## src/hdl/vcp_pkg.sv

```systemverilog
// shared constants, codes and types of the vcpu core packer
`timescale 1ns / 1ps

package vcp_pkg;

    // table and pass sizes
    localparam int NUM_SLOTS = 64;
    localparam int MAX_VMS   = 256;

    // derived widths
    localparam int CORE_AW = $clog2(NUM_SLOTS);
    localparam int CNT_W   = $clog2(NUM_SLOTS + 1);
    localparam int VM_W    = $clog2(MAX_VMS + 1);
    localparam int THR_W   = 4;
    localparam int CEIL_W  = 10;

    // request kinds carried in tuser
    localparam logic [1:0] MODE_LOAD    = 2'd0;
    localparam logic [1:0] MODE_BEGIN   = 2'd1;
    localparam logic [1:0] MODE_REQUEST = 2'd2;

    // configuration register indexes
    localparam logic [1:0] CFG_CORE_COUNT   = 2'd0;
    localparam logic [1:0] CFG_VCPU_CEILING = 2'd1;

    // divider start and operands
    typedef struct packed {
        logic              go;
        logic [CEIL_W-1:0] dividend;
        logic [THR_W-1:0]  divisor;
    } div_req_t;

    // divider completion and quotient
    typedef struct packed {
        logic              done;
        logic [CEIL_W-1:0] quotient;
    } div_rsp_t;

endpackage

```

## src/hdl/vcp_ram.sv

```systemverilog
// simple dual-port synchronous ram with registered read data
`timescale 1ns / 1ps

module vcp_ram #(
    parameter int DEPTH = 64,
    parameter int WIDTH = 4
) (
    input  logic                     aclk,
    input  logic                     wr_en,
    input  logic [$clog2(DEPTH)-1:0] wr_addr,
    input  logic [WIDTH-1:0]         wr_data,
    input  logic [$clog2(DEPTH)-1:0] rd_addr,
    output logic [WIDTH-1:0]         rd_data
);

    logic [WIDTH-1:0] mem [DEPTH];

    // write port
    always_ff @(posedge aclk) begin
        if (wr_en) begin
            mem[wr_addr] <= wr_data;
        end
    end

    // read port, registered read data
    always_ff @(posedge aclk) begin
        rd_data <= mem[rd_addr];
    end

endmodule

```

## src/hdl/vcp_div.sv

```systemverilog
// restoring divider for ceiling over fewest threads, one quotient bit a cycle
`timescale 1ns / 1ps

module vcp_div (
    input  logic              aclk,
    input  logic              aresetn,
    input  vcp_pkg::div_req_t req,
    output vcp_pkg::div_rsp_t rsp
);

    localparam int STEP_W = $clog2(vcp_pkg::CEIL_W + 1);

    logic [vcp_pkg::THR_W-1:0]  rem_reg;
    logic [vcp_pkg::CEIL_W-1:0] quo_reg;
    logic [vcp_pkg::THR_W-1:0]  dvs_reg;
    logic [STEP_W-1:0]          step_reg;
    logic                       busy_reg;
    logic                       done_reg;

    logic [vcp_pkg::THR_W:0]    shifted;
    logic                       fits;

    // trial subtraction
    assign shifted = {rem_reg, quo_reg[vcp_pkg::CEIL_W-1]};
    assign fits    = shifted >= {1'b0, dvs_reg};

    // iteration control
    always_ff @(posedge aclk) begin
        if (!aresetn) begin
            busy_reg <= 1'b0;
            done_reg <= 1'b0;
            step_reg <= '0;
        end else begin
            done_reg <= 1'b0;
            if (req.go) begin
                busy_reg <= 1'b1;
                step_reg <= STEP_W'(vcp_pkg::CEIL_W);
            end else if (busy_reg) begin
                step_reg <= step_reg - 1'b1;
                if (step_reg == STEP_W'(1)) begin
                    busy_reg <= 1'b0;
                    done_reg <= 1'b1;
                end
            end
        end
    end

    // datapath
    always_ff @(posedge aclk) begin
        if (req.go) begin
            rem_reg <= '0;
            quo_reg <= req.dividend;
            dvs_reg <= req.divisor;
        end else if (busy_reg) begin
            if (fits) begin
                rem_reg <= vcp_pkg::THR_W'(shifted - {1'b0, dvs_reg});
            end else begin
                rem_reg <= shifted[vcp_pkg::THR_W-1:0];
            end
            quo_reg <= {quo_reg[vcp_pkg::CEIL_W-2:0], fits};
        end
    end

    assign rsp.done     = done_reg;
    assign rsp.quotient = quo_reg;

endmodule

```

## src/hdl/vcpu_core_packer.sv

```systemverilog
// top level: core table, scan sequencer, ceiling cap and result register
//
//  channel  | direction | handshake            | content
//  s_axis   | in        | tvalid / tready      | load, begin pass or vm request
//  m_axis   | out       | tvalid / tready      | one result per vm request, at most 256 a pass
//  cfg      | in        | cfg_valid / cfg_ready| core_count, vcpu_ceiling writes
//
// A vm request walks the core table in the scan step, waits for the serial divider
// when the ceiling is nonzero, and ends in the emit step. The walk reads the core
// table one entry per cycle through its single read port. Reset clears the cursor,
// counters and output valid flag; the table itself is not cleared. A stalled result
// output holds the block in its final step, while an earlier result waits in the
// output register.
`timescale 1ns / 1ps

module vcpu_core_packer (
    input  logic        aclk,
    input  logic        aresetn,
    // cfg
    input  logic        cfg_valid,
    output logic        cfg_ready,
    input  logic [1:0]  cfg_index,
    input  logic [9:0]  cfg_data,
    // input stream
    input  logic        s_axis_tvalid,
    output logic        s_axis_tready,
    input  logic [23:0] s_axis_tdata,  // core_index[5:0], thread_count[9:6],
                                       // cores_wanted[16:10], zero pad
    input  logic [1:0]  s_axis_tuser,  // mode[1:0]
    // result stream
    output logic        m_axis_tvalid,
    input  logic        m_axis_tready,
    output logic [47:0] m_axis_tdata   // vm_index[7:0], base_core[14:8],
                                       // cores_given[21:15],
                                       // min_threads[25:22],
                                       // vcpu_total[35:26], shortfall[36],
                                       // launchable_prefix[45:37], zero pad
);

    localparam int CNT_W  = vcp_pkg::CNT_W;
    localparam int VM_W   = vcp_pkg::VM_W;
    localparam int THR_W  = vcp_pkg::THR_W;
    localparam int CEIL_W = vcp_pkg::CEIL_W;
    localparam int AW     = vcp_pkg::CORE_AW;

    typedef enum logic [2:0] {
        ST_IDLE,
        ST_SCAN,
        ST_DIV,
        ST_EMIT
    } state_t;

    state_t state_reg;

    // configuration registers
    logic [CNT_W-1:0]  core_count_reg;
    logic [CEIL_W-1:0] vcpu_ceiling_reg;

    // pass state
    logic [CNT_W-1:0]  core_cursor_reg;
    logic [VM_W-1:0]   vm_counter_reg;
    logic              miss_seen_reg;
    logic [VM_W-1:0]   first_miss_reg;

    // per request work registers
    logic [CNT_W-1:0]  limit_reg;
    logic [CNT_W-1:0]  want_reg;
    logic [CNT_W-1:0]  taken_reg;
    logic [CNT_W-1:0]  start_reg;
    logic [THR_W-1:0]  fewest_reg;
    logic              div_go_reg;

    // result register
    logic              m_valid_reg;
    logic [47:0]       m_data_reg;

    // input fields
    logic [1:0]        in_mode;
    logic [AW-1:0]     in_core_index;
    logic [THR_W-1:0]  in_thread_count;
    logic [CNT_W-1:0]  in_cores_wanted;
    logic              in_fire;

    // table access
    logic              ram_wr_en;
    logic [AW-1:0]     ram_rd_addr;
    logic [THR_W-1:0]  ram_rd_data;
    logic [CNT_W-1:0]  cursor_inc;

    // scan and finish logic
    logic              take;
    logic [CEIL_W-1:0] cap;
    logic              out_free;
    logic              short_vm;
    logic              miss_next;
    logic [VM_W-1:0]   first_miss_next;
    logic [VM_W-1:0]   vm_counter_next;
    logic [CEIL_W-1:0] product;

    vcp_pkg::div_req_t div_req;
    vcp_pkg::div_rsp_t div_rsp;

    assign in_mode         = s_axis_tuser;
    assign in_core_index   = s_axis_tdata[5:0];
    assign in_thread_count = s_axis_tdata[9:6];
    assign in_cores_wanted = s_axis_tdata[16:10];

    assign s_axis_tready = (state_reg == ST_IDLE);
    assign in_fire       = s_axis_tvalid && s_axis_tready;
    assign cfg_ready     = 1'b1;

    // core table
    assign ram_wr_en   = in_fire && (in_mode == vcp_pkg::MODE_LOAD);
    assign cursor_inc  = core_cursor_reg + 1'b1;
    assign ram_rd_addr = (state_reg == ST_SCAN) ? cursor_inc[AW-1:0]
                                                : core_cursor_reg[AW-1:0];

    vcp_ram #(
        .DEPTH(vcp_pkg::NUM_SLOTS),
        .WIDTH(THR_W)
    ) u_table (
        .aclk   (aclk),
        .wr_en  (ram_wr_en),
        .wr_addr(in_core_index),
        .wr_data(in_thread_count),
        .rd_addr(ram_rd_addr),
        .rd_data(ram_rd_data)
    );

    // ceiling divider
    assign div_req.go       = div_go_reg;
    assign div_req.dividend = vcp_pkg::CEIL_W'(vcpu_ceiling_reg);
    assign div_req.divisor  = fewest_reg;

    vcp_div u_div (
        .aclk   (aclk),
        .aresetn(aresetn),
        .req    (div_req),
        .rsp    (div_rsp)
    );

    // walk step: the read data belongs to the current cursor
    assign take = (taken_reg < want_reg) && (core_cursor_reg < limit_reg)
                  && (ram_rd_data != '0);

    // cap of at least one core
    assign cap = (div_rsp.quotient == '0) ? CEIL_W'(1) : div_rsp.quotient;

    // finish values
    assign out_free        = !m_valid_reg || m_axis_tready;
    assign short_vm        = taken_reg < want_reg;
    assign miss_next       = miss_seen_reg || short_vm;
    assign first_miss_next = miss_seen_reg ? first_miss_reg : vm_counter_reg;
    assign vm_counter_next = vm_counter_reg + 1'b1;
    assign product         = CEIL_W'(taken_reg) * CEIL_W'(fewest_reg);

    // sequencer, pass state and result register
    always_ff @(posedge aclk) begin
        if (!aresetn) begin
            state_reg        <= ST_IDLE;
            core_count_reg   <= '0;
            vcpu_ceiling_reg <= '0;
            core_cursor_reg  <= '0;
            vm_counter_reg   <= '0;
            miss_seen_reg    <= 1'b0;
            first_miss_reg   <= '0;
            div_go_reg       <= 1'b0;
            m_valid_reg      <= 1'b0;
        end else begin
            div_go_reg <= 1'b0;
            if (m_valid_reg && m_axis_tready && (state_reg != ST_EMIT)) begin
                m_valid_reg <= 1'b0;
            end

            // register writes
            if (cfg_valid && cfg_ready) begin
                unique case (cfg_index)
                    vcp_pkg::CFG_CORE_COUNT:   core_count_reg   <= cfg_data[CNT_W-1:0];
                    vcp_pkg::CFG_VCPU_CEILING: vcpu_ceiling_reg <= cfg_data;
                    default: ;
                endcase
            end

            unique case (state_reg)
                ST_IDLE: begin
                    if (in_fire) begin
                        unique case (in_mode)
                            vcp_pkg::MODE_BEGIN: begin
                                core_cursor_reg <= '0;
                                vm_counter_reg  <= '0;
                                miss_seen_reg   <= 1'b0;
                                first_miss_reg  <= '0;
                            end
                            vcp_pkg::MODE_REQUEST: begin
                                if (vm_counter_reg < VM_W'(vcp_pkg::MAX_VMS)) begin
                                    want_reg   <= (in_cores_wanted == '0) ? CNT_W'(1)
                                                                          : in_cores_wanted;
                                    limit_reg  <= (core_count_reg > CNT_W'(vcp_pkg::NUM_SLOTS))
                                                  ? CNT_W'(vcp_pkg::NUM_SLOTS)
                                                  : core_count_reg;
                                    start_reg  <= core_cursor_reg;
                                    taken_reg  <= '0;
                                    fewest_reg <= '0;
                                    state_reg  <= ST_SCAN;
                                end
                            end
                            default: ;
                        endcase
                    end
                end
                ST_SCAN: begin
                    if (take) begin
                        taken_reg       <= taken_reg + 1'b1;
                        core_cursor_reg <= cursor_inc;
                        if (fewest_reg == '0 || ram_rd_data < fewest_reg) begin
                            fewest_reg <= ram_rd_data;
                        end
                    end else begin
                        if (fewest_reg == '0) begin
                            fewest_reg <= THR_W'(1);
                        end
                        if (vcpu_ceiling_reg != '0) begin
                            div_go_reg <= 1'b1;
                            state_reg  <= ST_DIV;
                        end else begin
                            state_reg <= ST_EMIT;
                        end
                    end
                end
                ST_DIV: begin
                    if (div_rsp.done) begin
                        // hand extra cores back and lower the want
                        if ({{(CEIL_W-CNT_W){1'b0}}, taken_reg} > cap) begin
                            core_cursor_reg <= core_cursor_reg - taken_reg
                                               + cap[CNT_W-1:0];
                            taken_reg       <= cap[CNT_W-1:0];
                        end
                        if ({{(CEIL_W-CNT_W){1'b0}}, want_reg} > cap) begin
                            want_reg <= cap[CNT_W-1:0];
                        end
                        state_reg <= ST_EMIT;
                    end
                end
                ST_EMIT: begin
                    if (out_free) begin
                        m_valid_reg    <= 1'b1;
                        m_data_reg     <= {2'b00,
                                           miss_next ? first_miss_next : vm_counter_next,
                                           short_vm,
                                           product,
                                           fewest_reg,
                                           taken_reg,
                                           start_reg,
                                           vm_counter_reg[7:0]};
                        miss_seen_reg  <= miss_next;
                        first_miss_reg <= short_vm ? first_miss_next : first_miss_reg;
                        vm_counter_reg <= vm_counter_next;
                        state_reg      <= ST_IDLE;
                    end
                end
                default: state_reg <= ST_IDLE;
            endcase
        end
    end

    assign m_axis_tvalid = m_valid_reg;
    assign m_axis_tdata  = m_data_reg;

`ifndef ASSERT_OFF
    // the cursor never runs past the table
    a_cursor_bound: assert property (@(posedge aclk) disable iff (!aresetn)
        core_cursor_reg <= CNT_W'(vcp_pkg::NUM_SLOTS))
        else $error("core cursor beyond table");

    // a walk never takes more cores than wanted
    a_taken_bound: assert property (@(posedge aclk) disable iff (!aresetn)
        (state_reg == ST_SCAN) |-> (taken_reg <= want_reg))
        else $error("walk took more cores than wanted");

    // divider completes only while the sequencer waits for it
    a_div_done: assert property (@(posedge aclk) disable iff (!aresetn)
        div_rsp.done |-> (state_reg == ST_DIV))
        else $error("divider done outside of divide step");

    // a new result is only loaded from the final step
    a_result_src: assert property (@(posedge aclk) disable iff (!aresetn)
        $rose(m_axis_tvalid) |-> ($past(state_reg) == ST_EMIT))
        else $error("result loaded outside of final step");
`endif

endmodule
```

## config.mk

```make
export PLATFORM = sky130hd
export DESIGN_NAME = vcpu_core_packer
export DESIGN_NICKNAME = d
export VERILOG_FILES = /design/src/hdl/vcp_pkg.sv /design/src/hdl/vcp_ram.sv /design/src/hdl/vcp_div.sv /design/src/hdl/vcpu_core_packer.sv
export SDC_FILE = /design/constraint.sdc
export NUM_CORES = 1
export LEC_CHECK = 0
export ABC_AREA = 1
export BUFFER_PORTS_ARGS = -buffer_cell sky130_fd_sc_hd__buf_2
export CAP_MARGIN = 25
export CORE_MARGIN = 8
export CORE_UTILIZATION = 55
export CTS_BUF_LIST = sky130_fd_sc_hd__clkbuf_4
export DETAILED_ROUTE_END_ITERATION = 8
export PLACE_DENSITY = 0.77
export SLEW_MARGIN = 10
export SYNTH_ARGS = -nofsm -noshare
export SYNTH_HDL_FRONTEND = slang
export SYNTH_SLANG_ARGS = --single-unit
```

## constraint.sdc

```tcl
create_clock -name aclk -period 3.7 [get_ports aclk]
set_input_delay 0 -clock aclk [delete_from_list [all_inputs] [get_ports aclk]]
set_output_delay 0 -clock aclk [all_outputs]
set_load 0.005 [all_outputs]
```

==> run_results.csv, run 1 <==
group,metric,value,unit
outcome,status,"finished, final reports clean",
floorplan,coreArea,35500,sq um
critical_path,critPathMaxFanout,9,
global_route,grt_antenna_before_repair,2,
logic_synthesis,yosys.area.top_type,"edfxtp_1",
logic_synthesis,synth_most_common_cell,"nand2_1",
critical_path,crit_path_top_delay_cell,"dlygate4sd3_1",
timing,skew,0.0474,ns
floorplan,dieHeight,206,microns
critical_path,critPathMaxStageDelay,0.69,ns
logic_synthesis,syn_avg_cell_area,9.47,sq um
timing,fmax,310,MHz
detailed_routing,postRouteAntennaNets,0,
cells_and_area,instances_no_fill,2830,
cells_and_area,drive_gt1_share,12.3,%
detailed_routing,dr.pass1.iters,5,
logic_synthesis,synth.distinct_cells,46,
logic_synthesis,synth_seq_cells,409,
clock_tree,cts_resized,0,
logic_synthesis,syn_area,19800,sq um
floorplan,die_w,206,microns
logic_synthesis,synth_edf_count,348,
job,maxCapViolCount,0,
logic_synthesis,ys.flop_type,"edfxtp_1",
critical_path,endpoint_kind,"register",
floorplan,dieArea,42300,sq um
clock_tree,clk_pin_slew_worst_paths,0.07,ns
power_and_ir_drop,ir_drop,364,uV
logic_synthesis,synth_cells,2089,
logic_synthesis,synth_top_area_share,52.8,%
timing,holdWs,0.0508,ns
clock_tree,clk_latency,0.83,ns
place,post-dp-hpwl,29300,microns
global_route,grt_usage,21.7,%
critical_path,startpoint_type,"register",
timing,slew_violations,0,
floorplan,start_util,55.7,%
place,place_inst,2581,
critical_path,path_buf_inv,6,
timing,fin_setup_tns,0,ns
clock_tree,root_buffer,"clkbuf_4",
detailed_routing,vias,15000,
power_and_ir_drop,powerDensity,551,nW/um^2
logic_synthesis,seq_area_frac_synth,59.0,%
place,globalplace.congestion,0.913,
critical_path,cp.required,4.22,ns
place,io_buffers,83,
clock_tree,cts_buffers,101,
timing,finalSetupViolations,0,
cells_and_area,syn_to_final_growth,14.0,%
timing,fin_crit_sh,87.1,%
logic_synthesis,synth.top_cells.by_area,"edfxtp_1 53%, nand2_1 12%, dfxtp_1 6.2%",
timing,relSlewSlack,39.2,%
logic_synthesis,async_flop_share,0,%
clock_tree,clock_path_buffers,3,
global_route,overflow,0,
timing,rsz0062_at_grt,"false",
timing,finalCriticalPeriod,3.22,ns
timing,hold_violations,0,
critical_path,cp_top_family,"buffers and inverters",
logic_synthesis,synthTopCellsByCount,"630 x nand2_1, 348 x edfxtp_1, 299 x inv_1, 196 x o21ai_0, 128 x nor2_1",
critical_path,crit_arrival,3.74,ns
clock_tree,htreeDepth,3,
detailed_routing,viasPerCell,5.31,
clock_tree,cts_sinks,409,
clock_tree,post_cts_buffers,0,
global_route,first_global_vias,14900,
cells_and_area,nets,2411,
logic_synthesis,ys_warn_count,0,
cells_and_area,largest-register,"u_table.mem",
power_and_ir_drop,p_total,12400,uW
clock_tree,cts_tree,"yes",
worst_hold_path,hold_class,"primary input to register",
cells_and_area,largest_reg_flops,256,
detailed_routing,drc,0,
timing,worst_pin_slew,0.912,ns
global_route,grt_pass1_wl,73200,microns
power_and_ir_drop,leakage,0.00982,uW
clock_tree,hold_buffers,64,
critical_path,critPathMostFrequentCell,"inv_1",
detailed_routing,first_iter_violations,1128,
detailed_routing,wire_per_inst,16.2,microns
global_route,grt_max_degree,193,
detailed_routing,wl,45800,microns
critical_path,path_cells,"inv_1 -> ha_1 -> inv_1 -> nor4_4 -> dlygate4sd3_1 -> buf_4 -> inv_1 -> nor3_1 -> dlygate4sd3_1",
floorplan,num_rows,69,
floorplan,io_pins,94,
critical_path,crit_type,"register to register",
-- through the flow --
| step | utilization, % | setup WS, ns | cell area, sq um |
|---|---|---|---|
| 5_1_grt | 63.5 | 0.376 | 22500 |
| 4_1_cts | 63.5 | 0.530 | 22500 |
| 2_1_floorplan | - | 0.636 | 19800 |
| 6_report | 63.5 | 0.477 | 22500 |
| 3_5_place_dp | 57.9 | 0.603 | 20600 |
| 3_3_place_gp | 57.9 | 0.640 | 20500 |
-- area by class of cell --
cell class,count,area [sq um]
Inverter,305,1140
Antenna cell,4,10.0
Clock inverter,35,228
Fill cell,2778,12900
Tap cell,461,577
Multi-Input combinational cell,1298,6540
Sequential cell,409,11700
Clock buffer,145,1090
Timing Repair Buffer,173,1280
-- worst min-delay path, delay by kind of cell --
kind | cells | cell delay (ns)
buf+inv | 2 | 0.63
simple gates | 2 | 0.13
-- final timing paths --
path	to	start	slack (ns)	cells past startpoint
setup reg to reg	u_table.mem[62][0]	state_reg[0]	0.48	9
setup / recovery	u_table.mem[62][0]	state_reg[0]	0.48	9
hold / removal	want_reg[5]	s_axis_tdata[15]	0.05	4
hold reg to reg	m_axis_tdata[14]	start_reg[6]	0.40	0
-- layer usage --
metal / share of wire (%) / track usage, % / vias up
li1: - / - / 7324
met3: 7.0 / 4.55 / 137
met5: 0 / 0 / -
met2: 50 / 38.1 / 585
met1: 39 / 25.1 / 6971
met4: 3.6 / 10.0 / 0
-- cells by family after synthesis --
family,Yosys count,synth area share (%)
AOI/OAI and AO/OA,300,7.98
xor gates and xnor gates,18,0.797
adders and majority gates,80,5.71
buffers and inverters,383,8.07
DFF,409,59.0
other,2,0.0380
and+or+nand+nor,897,18.4
-- placed cells by master, fill, tap and decap left out, types with 64 or more instances in the layout --
| cell | n |
|---|---|
| nand2_1 | 630 |
| a21oi_1 | 76 |
| buf_2 | 83 |
| clkbuf_4 | 145 |
| edfxtp_1 | 348 |
| nand3_1 | 85 |
| inv_1 | 299 |
| o21ai_0 | 196 |
| nor2_1 | 127 |
| dlygate4sd3_1 | 64 |
-- report_power, final --
| part | leakage (uW) | switching, uW | internal (uW) |
|---|---|---|---|
| sequential | 0.00367 | 150 | 5250 |
| combinational | 0.00537 | 2150 | 1050 |
| clock | 0.000778 | 1810 | 2010 |
No activity file was read; power rests on OpenSTA's default activity.
==> run 2: changes to the inputs <==
--- a/config.mk
+++ b/config.mk
@@ -6,13 +6,13 @@
 export NUM_CORES = 1
 export LEC_CHECK = 0
 export ABC_AREA = 1
-export BUFFER_PORTS_ARGS = -buffer_cell sky130_fd_sc_hd__buf_2
 export CAP_MARGIN = 25
 export CORE_MARGIN = 8
 export CORE_UTILIZATION = 55
 export CTS_BUF_LIST = sky130_fd_sc_hd__clkbuf_4
 export DETAILED_ROUTE_END_ITERATION = 8
-export PLACE_DENSITY = 0.77
+export DONT_BUFFER_PORTS = 1
+export PLACE_DENSITY = 0.7
 export SLEW_MARGIN = 10
 export SYNTH_ARGS = -nofsm -noshare
 export SYNTH_HDL_FRONTEND = slang
==> run_results.csv, run 2 (synthesized netlist as in run 1, its figures left out) <==
group,metric,value,unit
place,globalplace.congestion,0.891,
cells_and_area,largest-register,"u_table.mem",
global_route,grt_antenna_before_repair,1,
global_route,overflow,0,
cells_and_area,seqCellArea,11700,sq um
clock_tree,htreeDepth,3,
detailed_routing,drc,0,
clock_tree,root_buffer,"clkbuf_4",
critical_path,endpoint_kind,"register",
critical_path,crit_arrival,3.84,ns
floorplan,dieHeight,206,microns
critical_path,crit_type,"register to register",
power_and_ir_drop,power.switching_fraction,33.2,%
timing,skew,0.0440,ns
global_route,grt_max_degree,65,
detailed_routing,postRouteAntennaNets,0,
floorplan,coreArea,35500,sq um
floorplan,dieArea,42300,sq um
detailed_routing,vias,14600,
floorplan,start_util,55.7,%
timing,hold_violations,0,
timing,worst_pin_slew,0.907,ns
timing,fin_crit_sh,84.2,%
place,post-dp-hpwl,29900,microns
detailed_routing,first_iter_violations,1106,
power_and_ir_drop,power_frac_comb,26.9,%
cells_and_area,largest_reg_flops,256,
critical_path,critPathMaxFanout,16,
detailed_routing,viasPerCell,5.26,
power_and_ir_drop,cellInternalPower,8290,uW
timing,slew_violations,0,
cells_and_area,multi_input_area,6540,sq um
power_and_ir_drop,ir_drop,367,uV
clock_tree,cts_tree,"yes",
cells_and_area,mostFrequentLayoutCell,"nand2_1",
clock_tree,cts_sinks,409,
global_route,grt_pass1_wl,73100,microns
timing,finalCriticalPeriod,3.12,ns
cells_and_area,syn_to_final_growth,13.3,%
timing,fin_setup_tns,0,ns
global_route,first_global_vias,14700,
power_and_ir_drop,powerDensity,554,nW/um^2
critical_path,startpoint_type,"register",
detailed_routing,wire_per_inst,16.5,microns
job,maxCapViolCount,0,
power_and_ir_drop,switchingPower,4110,uW
timing,fmax,321,MHz
detailed_routing,dr.pass1.iters,6,
clock_tree,post_cts_buffers,0,
cells_and_area,utilization,63.1,%
timing,holdWs,0.0817,ns
cells_and_area,instances_no_fill,2772,
clock_tree,clk_pin_slew_worst_paths,0.07,ns
place,place_inst,2506,
detailed_routing,wl,45600,microns
floorplan,die_w,206,microns
floorplan,io_pins,94,
clock_tree,clock_path_buffers,3,
cells_and_area,most-common-layout-cells,"630 x nand2_1, 348 x edfxtp_1, 299 x inv_1",
cells_and_area,nets,2354,
timing,finalSetupViolations,0,
cells_and_area,drive_gt1_share,9.48,%
timing,postLayoutSetupSlackWorst,0.583,ns
place,preCtsSetupSlack,0.622,ns
timing,relSlewSlack,39.5,%
power_and_ir_drop,p_seq_share,43.5,%
clock_tree,cts_buffers,102,
global_route,grt_usage,21.8,%
clock_tree,clk_latency,0.81,ns
floorplan,num_rows,69,
critical_path,cp.required,4.43,ns
place,io_buffers,0,
worst_hold_path,hold_class,"primary input to register",
power_and_ir_drop,clkPwrFrac,29.6,%
outcome,status,"finished, final reports clean",
power_and_ir_drop,leakage,0.00963,uW
timing,rsz0062_at_grt,"false",
cells_and_area,fill_cells,2885,
-- run 2: cell count changes in the layout (fill, tap and decap cells not counted) --
cell	change
buf_16	+4
buf_2	-83
buf_8	+1
bufinv_16	-2
buf_4	+5
clkinv_1	+3
clkbuf_4	+2
inv_6	-1
buf_12	+2
clkinv_4	+1
inv_2	+1
dlygate4sd3_1	+13
clkinvlp_4	-1
diode_2	-3
-- run 2: per-layer routing --
metal / global-route usage [%] / wire [microns]
met1: 25.3 / 18100
met2: 38.3 / 23100
met3: 4.53 / 3000
met4: 9.88 / 1430
met5: 0 / 0
-- run 2: stage by stage --
step / total power [uW] / area (sq um)
floorplan: 7910 / 19800
global placement: 8500 / 20200
detailed placement: 8600 / 20200
CTS: 12500 / 22400
global route: 13200 / 22400
finish: 12400 / 22400
-- run 2: worst max-delay path, stage by stage, from the launching register on --
cell and delay, ns:
dfxtp_1 0.39, inv_1 0.09, ha_1 0.33, inv_1 0.20
a31oi_1 0.08, dlygate4sd3_1 0.64, nor3_2 0.22, o21ai_2 0.25
dlygate4sd3_1 0.69, a21oi_1 0.15
-- run 2: path summary, 6_finish.rpt --
path / from / to / slack [ns] / cells past startpoint
min reg2reg: start_reg[1] / m_axis_tdata[9] / 0.42 / 0
min: aresetn / u_div.busy_reg / 0.08 / 3
max reg2reg: state_reg[0] / first_miss_reg[1] / 0.58 / 9
max: state_reg[0] / first_miss_reg[1] / 0.58 / 9
-- run 2: repair_timing --
item	4_1_cts	5_1_grt
endpoints found under the hold margin	619	0
hold buffers	81	0
resized for setup	0	0
-- run 2: power groups by stage --
stage               clock network (uW)  logic [uW]  registers (uW)
floorplan                            0        2470            5440
global placement                     0        3020            5480
detailed placement                   0        3110            5490
CTS                               3760        3320            5390
global route                      4000        3780            5410
finish                            3670        3340            5400
-- run 2: cell type report --
type / count / area share, %
Clock buffer: 147 / 4.93
Sequential cell: 409 / 52.1
Timing Repair Buffer: 115 / 5.33
Tap cell: 461 / 2.57
Multi-Input combinational cell: 1298 / 29.2
Antenna cell: 1 / 0.0112
Clock inverter: 36 / 0.782
Inverter: 305 / 5.11
==> run 3: changes to the inputs <==
--- a/config.mk
+++ b/config.mk
@@ -12,7 +12,7 @@
 export CTS_BUF_LIST = sky130_fd_sc_hd__clkbuf_4
 export DETAILED_ROUTE_END_ITERATION = 8
 export DONT_BUFFER_PORTS = 1
-export PLACE_DENSITY = 0.7
+export PLACE_DENSITY = 0.73
 export SLEW_MARGIN = 10
 export SYNTH_ARGS = -nofsm -noshare
 export SYNTH_HDL_FRONTEND = slang
==> constraint.sdc (replaced) <==
create_clock -name aclk -period 2.7 [get_ports aclk]
set_input_delay 0 -clock aclk [delete_from_list [all_inputs] [get_ports aclk]]
set_output_delay 0 -clock aclk [all_outputs]
set_load 0.005 [all_outputs]
==> run_results.csv, run 3 (synthesized netlist as in run 1, its figures left out) <==
group,metric,value,unit
cells_and_area,multi_input_area,6670,sq um
cells_and_area,utilization,64.4,%
timing,fmax,367,MHz
floorplan,dieArea,42300,sq um
power_and_ir_drop,power.switching_fraction,33.1,%
timing,postLayoutSetupSlackWorst,-0.0281,ns
clock_tree,htreeDepth,3,
detailed_routing,wl,46500,microns
timing,fin_crit_sh,101,%
floorplan,io_pins,94,
power_and_ir_drop,ir_drop,466,uV
outcome,status,"finished, violations left",
critical_path,r2r_cells,10,
cells_and_area,mostFrequentLayoutCell,"nand2_1",
timing,finalSetupViolations,2,
place,globalplace.congestion,0.901,
timing,hold_violations,0,
detailed_routing,dr.pass1.iters,6,
critical_path,cp.required,3.25,ns
outcome,violations,"negative setup slack",
cells_and_area,drive_gt1_share,12.6,%
clock_tree,clk_latency,0.79,ns
critical_path,critPathCapture,"m_axis_tdata[33]",
clock_tree,clk_pin_slew_worst_paths,0.07,ns
timing,rsz0062_at_grt,"true",
global_route,grt_pass1_wl,73900,microns
cells_and_area,most-common-layout-cells,"621 x nand2_1, 348 x edfxtp_1, 290 x inv_1",
critical_path,reg2reg_to,"m_axis_tdata[33]",
clock_tree,cts_buffers,105,
floorplan,num_rows,69,
cells_and_area,instances_no_fill,2810,
critical_path,r2r_setup_slack,-0.03,ns
floorplan,die_w,206,microns
critical_path,timing.rr.start,"fewest_reg[1]",
cells_and_area,fill_cells,2811,
critical_path,critPathMaxFanout,6,
place,io_buffers,0,
detailed_routing,first_iter_violations,1099,
timing,worst_pin_slew,0.997,ns
power_and_ir_drop,leakage,0.00981,uW
detailed_routing,vias,15000,
timing,relSlewSlack,33.5,%
cells_and_area,syn_to_final_growth,15.5,%
cells_and_area,seqCellArea,11700,sq um
critical_path,endpoint_kind,"register",
job,maxCapViolCount,0,
worst_hold_path,hold_class,"primary input to register",
timing,finalCriticalPeriod,2.73,ns
critical_path,crit_type,"register to register",
place,place_area,20500,sq um
critical_path,startpoint_type,"register",
place,place_inst,2540,
critical_path,startpoint,"fewest_reg[1]",
floorplan,coreArea,35500,sq um
detailed_routing,wire_per_inst,16.6,microns
power_and_ir_drop,powerDensity,763,nW/um^2
power_and_ir_drop,clkPwrFrac,29.6,%
global_route,overflow,0,
power_and_ir_drop,p_total,17400,uW
global_route,grt_max_degree,105,
critical_path,crit_arrival,3.27,ns
global_route,grt_antenna_before_repair,1,
floorplan,start_util,55.7,%
cells_and_area,largest-register,"u_table.mem",
power_and_ir_drop,power_frac_comb,28.2,%
clock_tree,root_buffer,"clkbuf_4",
power_and_ir_drop,p_seq_share,42.3,%
timing,fin_setup_tns,-0.0377,ns
global_route,first_global_vias,14900,
timing,slew_violations,0,
global_route,grt_usage,22.1,%
detailed_routing,drc,0,
detailed_routing,viasPerCell,5.33,
timing,skew,0.0501,ns
clock_tree,clock_path_buffers,3,
place,post-dp-hpwl,30300,microns
cells_and_area,nets,2392,
power_and_ir_drop,switchingPower,5770,uW
clock_tree,cts_tree,"yes",
cells_and_area,final_cell_area,22800,sq um
detailed_routing,postRouteAntennaNets,0,
cells_and_area,largest_reg_flops,256,
floorplan,dieHeight,206,microns
power_and_ir_drop,cellInternalPower,11700,uW
clock_tree,cts_sinks,409,
==> run 3: changes by cell type in the layout (fill, tap and decap cells not counted), moves of 3 or more <==
| cell | delta |
|---|---|
| ha_4 | +5 |
| clkbuf_4 | +5 |
| inv_2 | +7 |
| a21oi_1 | -6 |
| buf_4 | +36 |
| ha_1 | -6 |
| inv_1 | -9 |
| nand2_2 | +9 |
| nand2_1 | -9 |
| o21ai_0 | -3 |
| o21ai_1 | +3 |
| a21oi_2 | +6 |
==> run 3: layout make-up <==
| cell class | count | area share [%] |
|---|---|---|
| clock buffer | 152 | 5.00 |
| tap | 461 | 2.53 |
| inverter | 305 | 5.02 |
| sequential | 409 | 51.1 |
| multi-input combinational | 1298 | 29.2 |
| antenna | 1 | 0.0110 |
| timing repair buffer | 150 | 6.37 |
| clock inverter | 34 | 0.745 |
==> run 3: stage by stage <==
step	hold slack (ns)	setup slack, ns
finish	0.0345	-0.0281
global route	0.0136	-0.128
CTS	0.00223	-0.0235
detailed placement	0.108	-0.0639
global placement	0.110	0.0145
floorplan	0.0989	-0.0197
==> run 3: critical path: stages, from the launching register on <==
cell,delay (ns)
edfxtp_1,0.47
nand2_2,0.09
fa_1,0.56
inv_2,0.04
fa_1,0.55
ha_4,0.23
a21oi_2,0.14
nand2_2,0.08
a21oi_2,0.12
o21ai_1,0.07
xor2_1,0.15
==> run 3: what timing repair did <==
action	4_1_cts	5_1_grt
hold buffers	80	0
pin swaps	1	20
buffers inserted	1	2
endpoints found under the hold margin	650	0
gates resized for setup	1	33
setup endpoints to repair	3	18
==> run 3: how the worst min path moves through the flow <==
| stage | start | to | cells after the start |
|---|---|---|---|
| floorplan | s_axis_tdata[6] | u_table.mem[0][0] | 0 |
| global placement | s_axis_tdata[9] | u_table.mem[42][3] | 0 |
| detailed placement | s_axis_tdata[7] | u_table.mem[27][1] | 0 |
| CTS | cfg_data[5] | vcpu_ceiling_reg[5] | 3 |
| global route | aresetn | u_div.busy_reg | 3 |
| finish | aresetn | u_div.busy_reg | 3 |
==> run 3: power groups by stage <==
stage	clock (uW)	sequential [uW]	combinational, uW
after floorplan	0	7450	3470
after global placement	0	7490	4350
after detailed placement	0	7500	4480
after CTS	5270	7360	4810
after global routing	5580	7390	5510
final	5160	7370	4910
==> run 3: per-layer routing <==
layer / track usage (%) / vias to the layer above / routed length, microns
li1: - / 7276 / -
met1: 25.0 / 6972 / 18200
met2: 38.9 / 552 / 23500
met3: 4.41 / 164 / 2990
met4: 11.5 / 0 / 1910
met5: 0 / - / 0
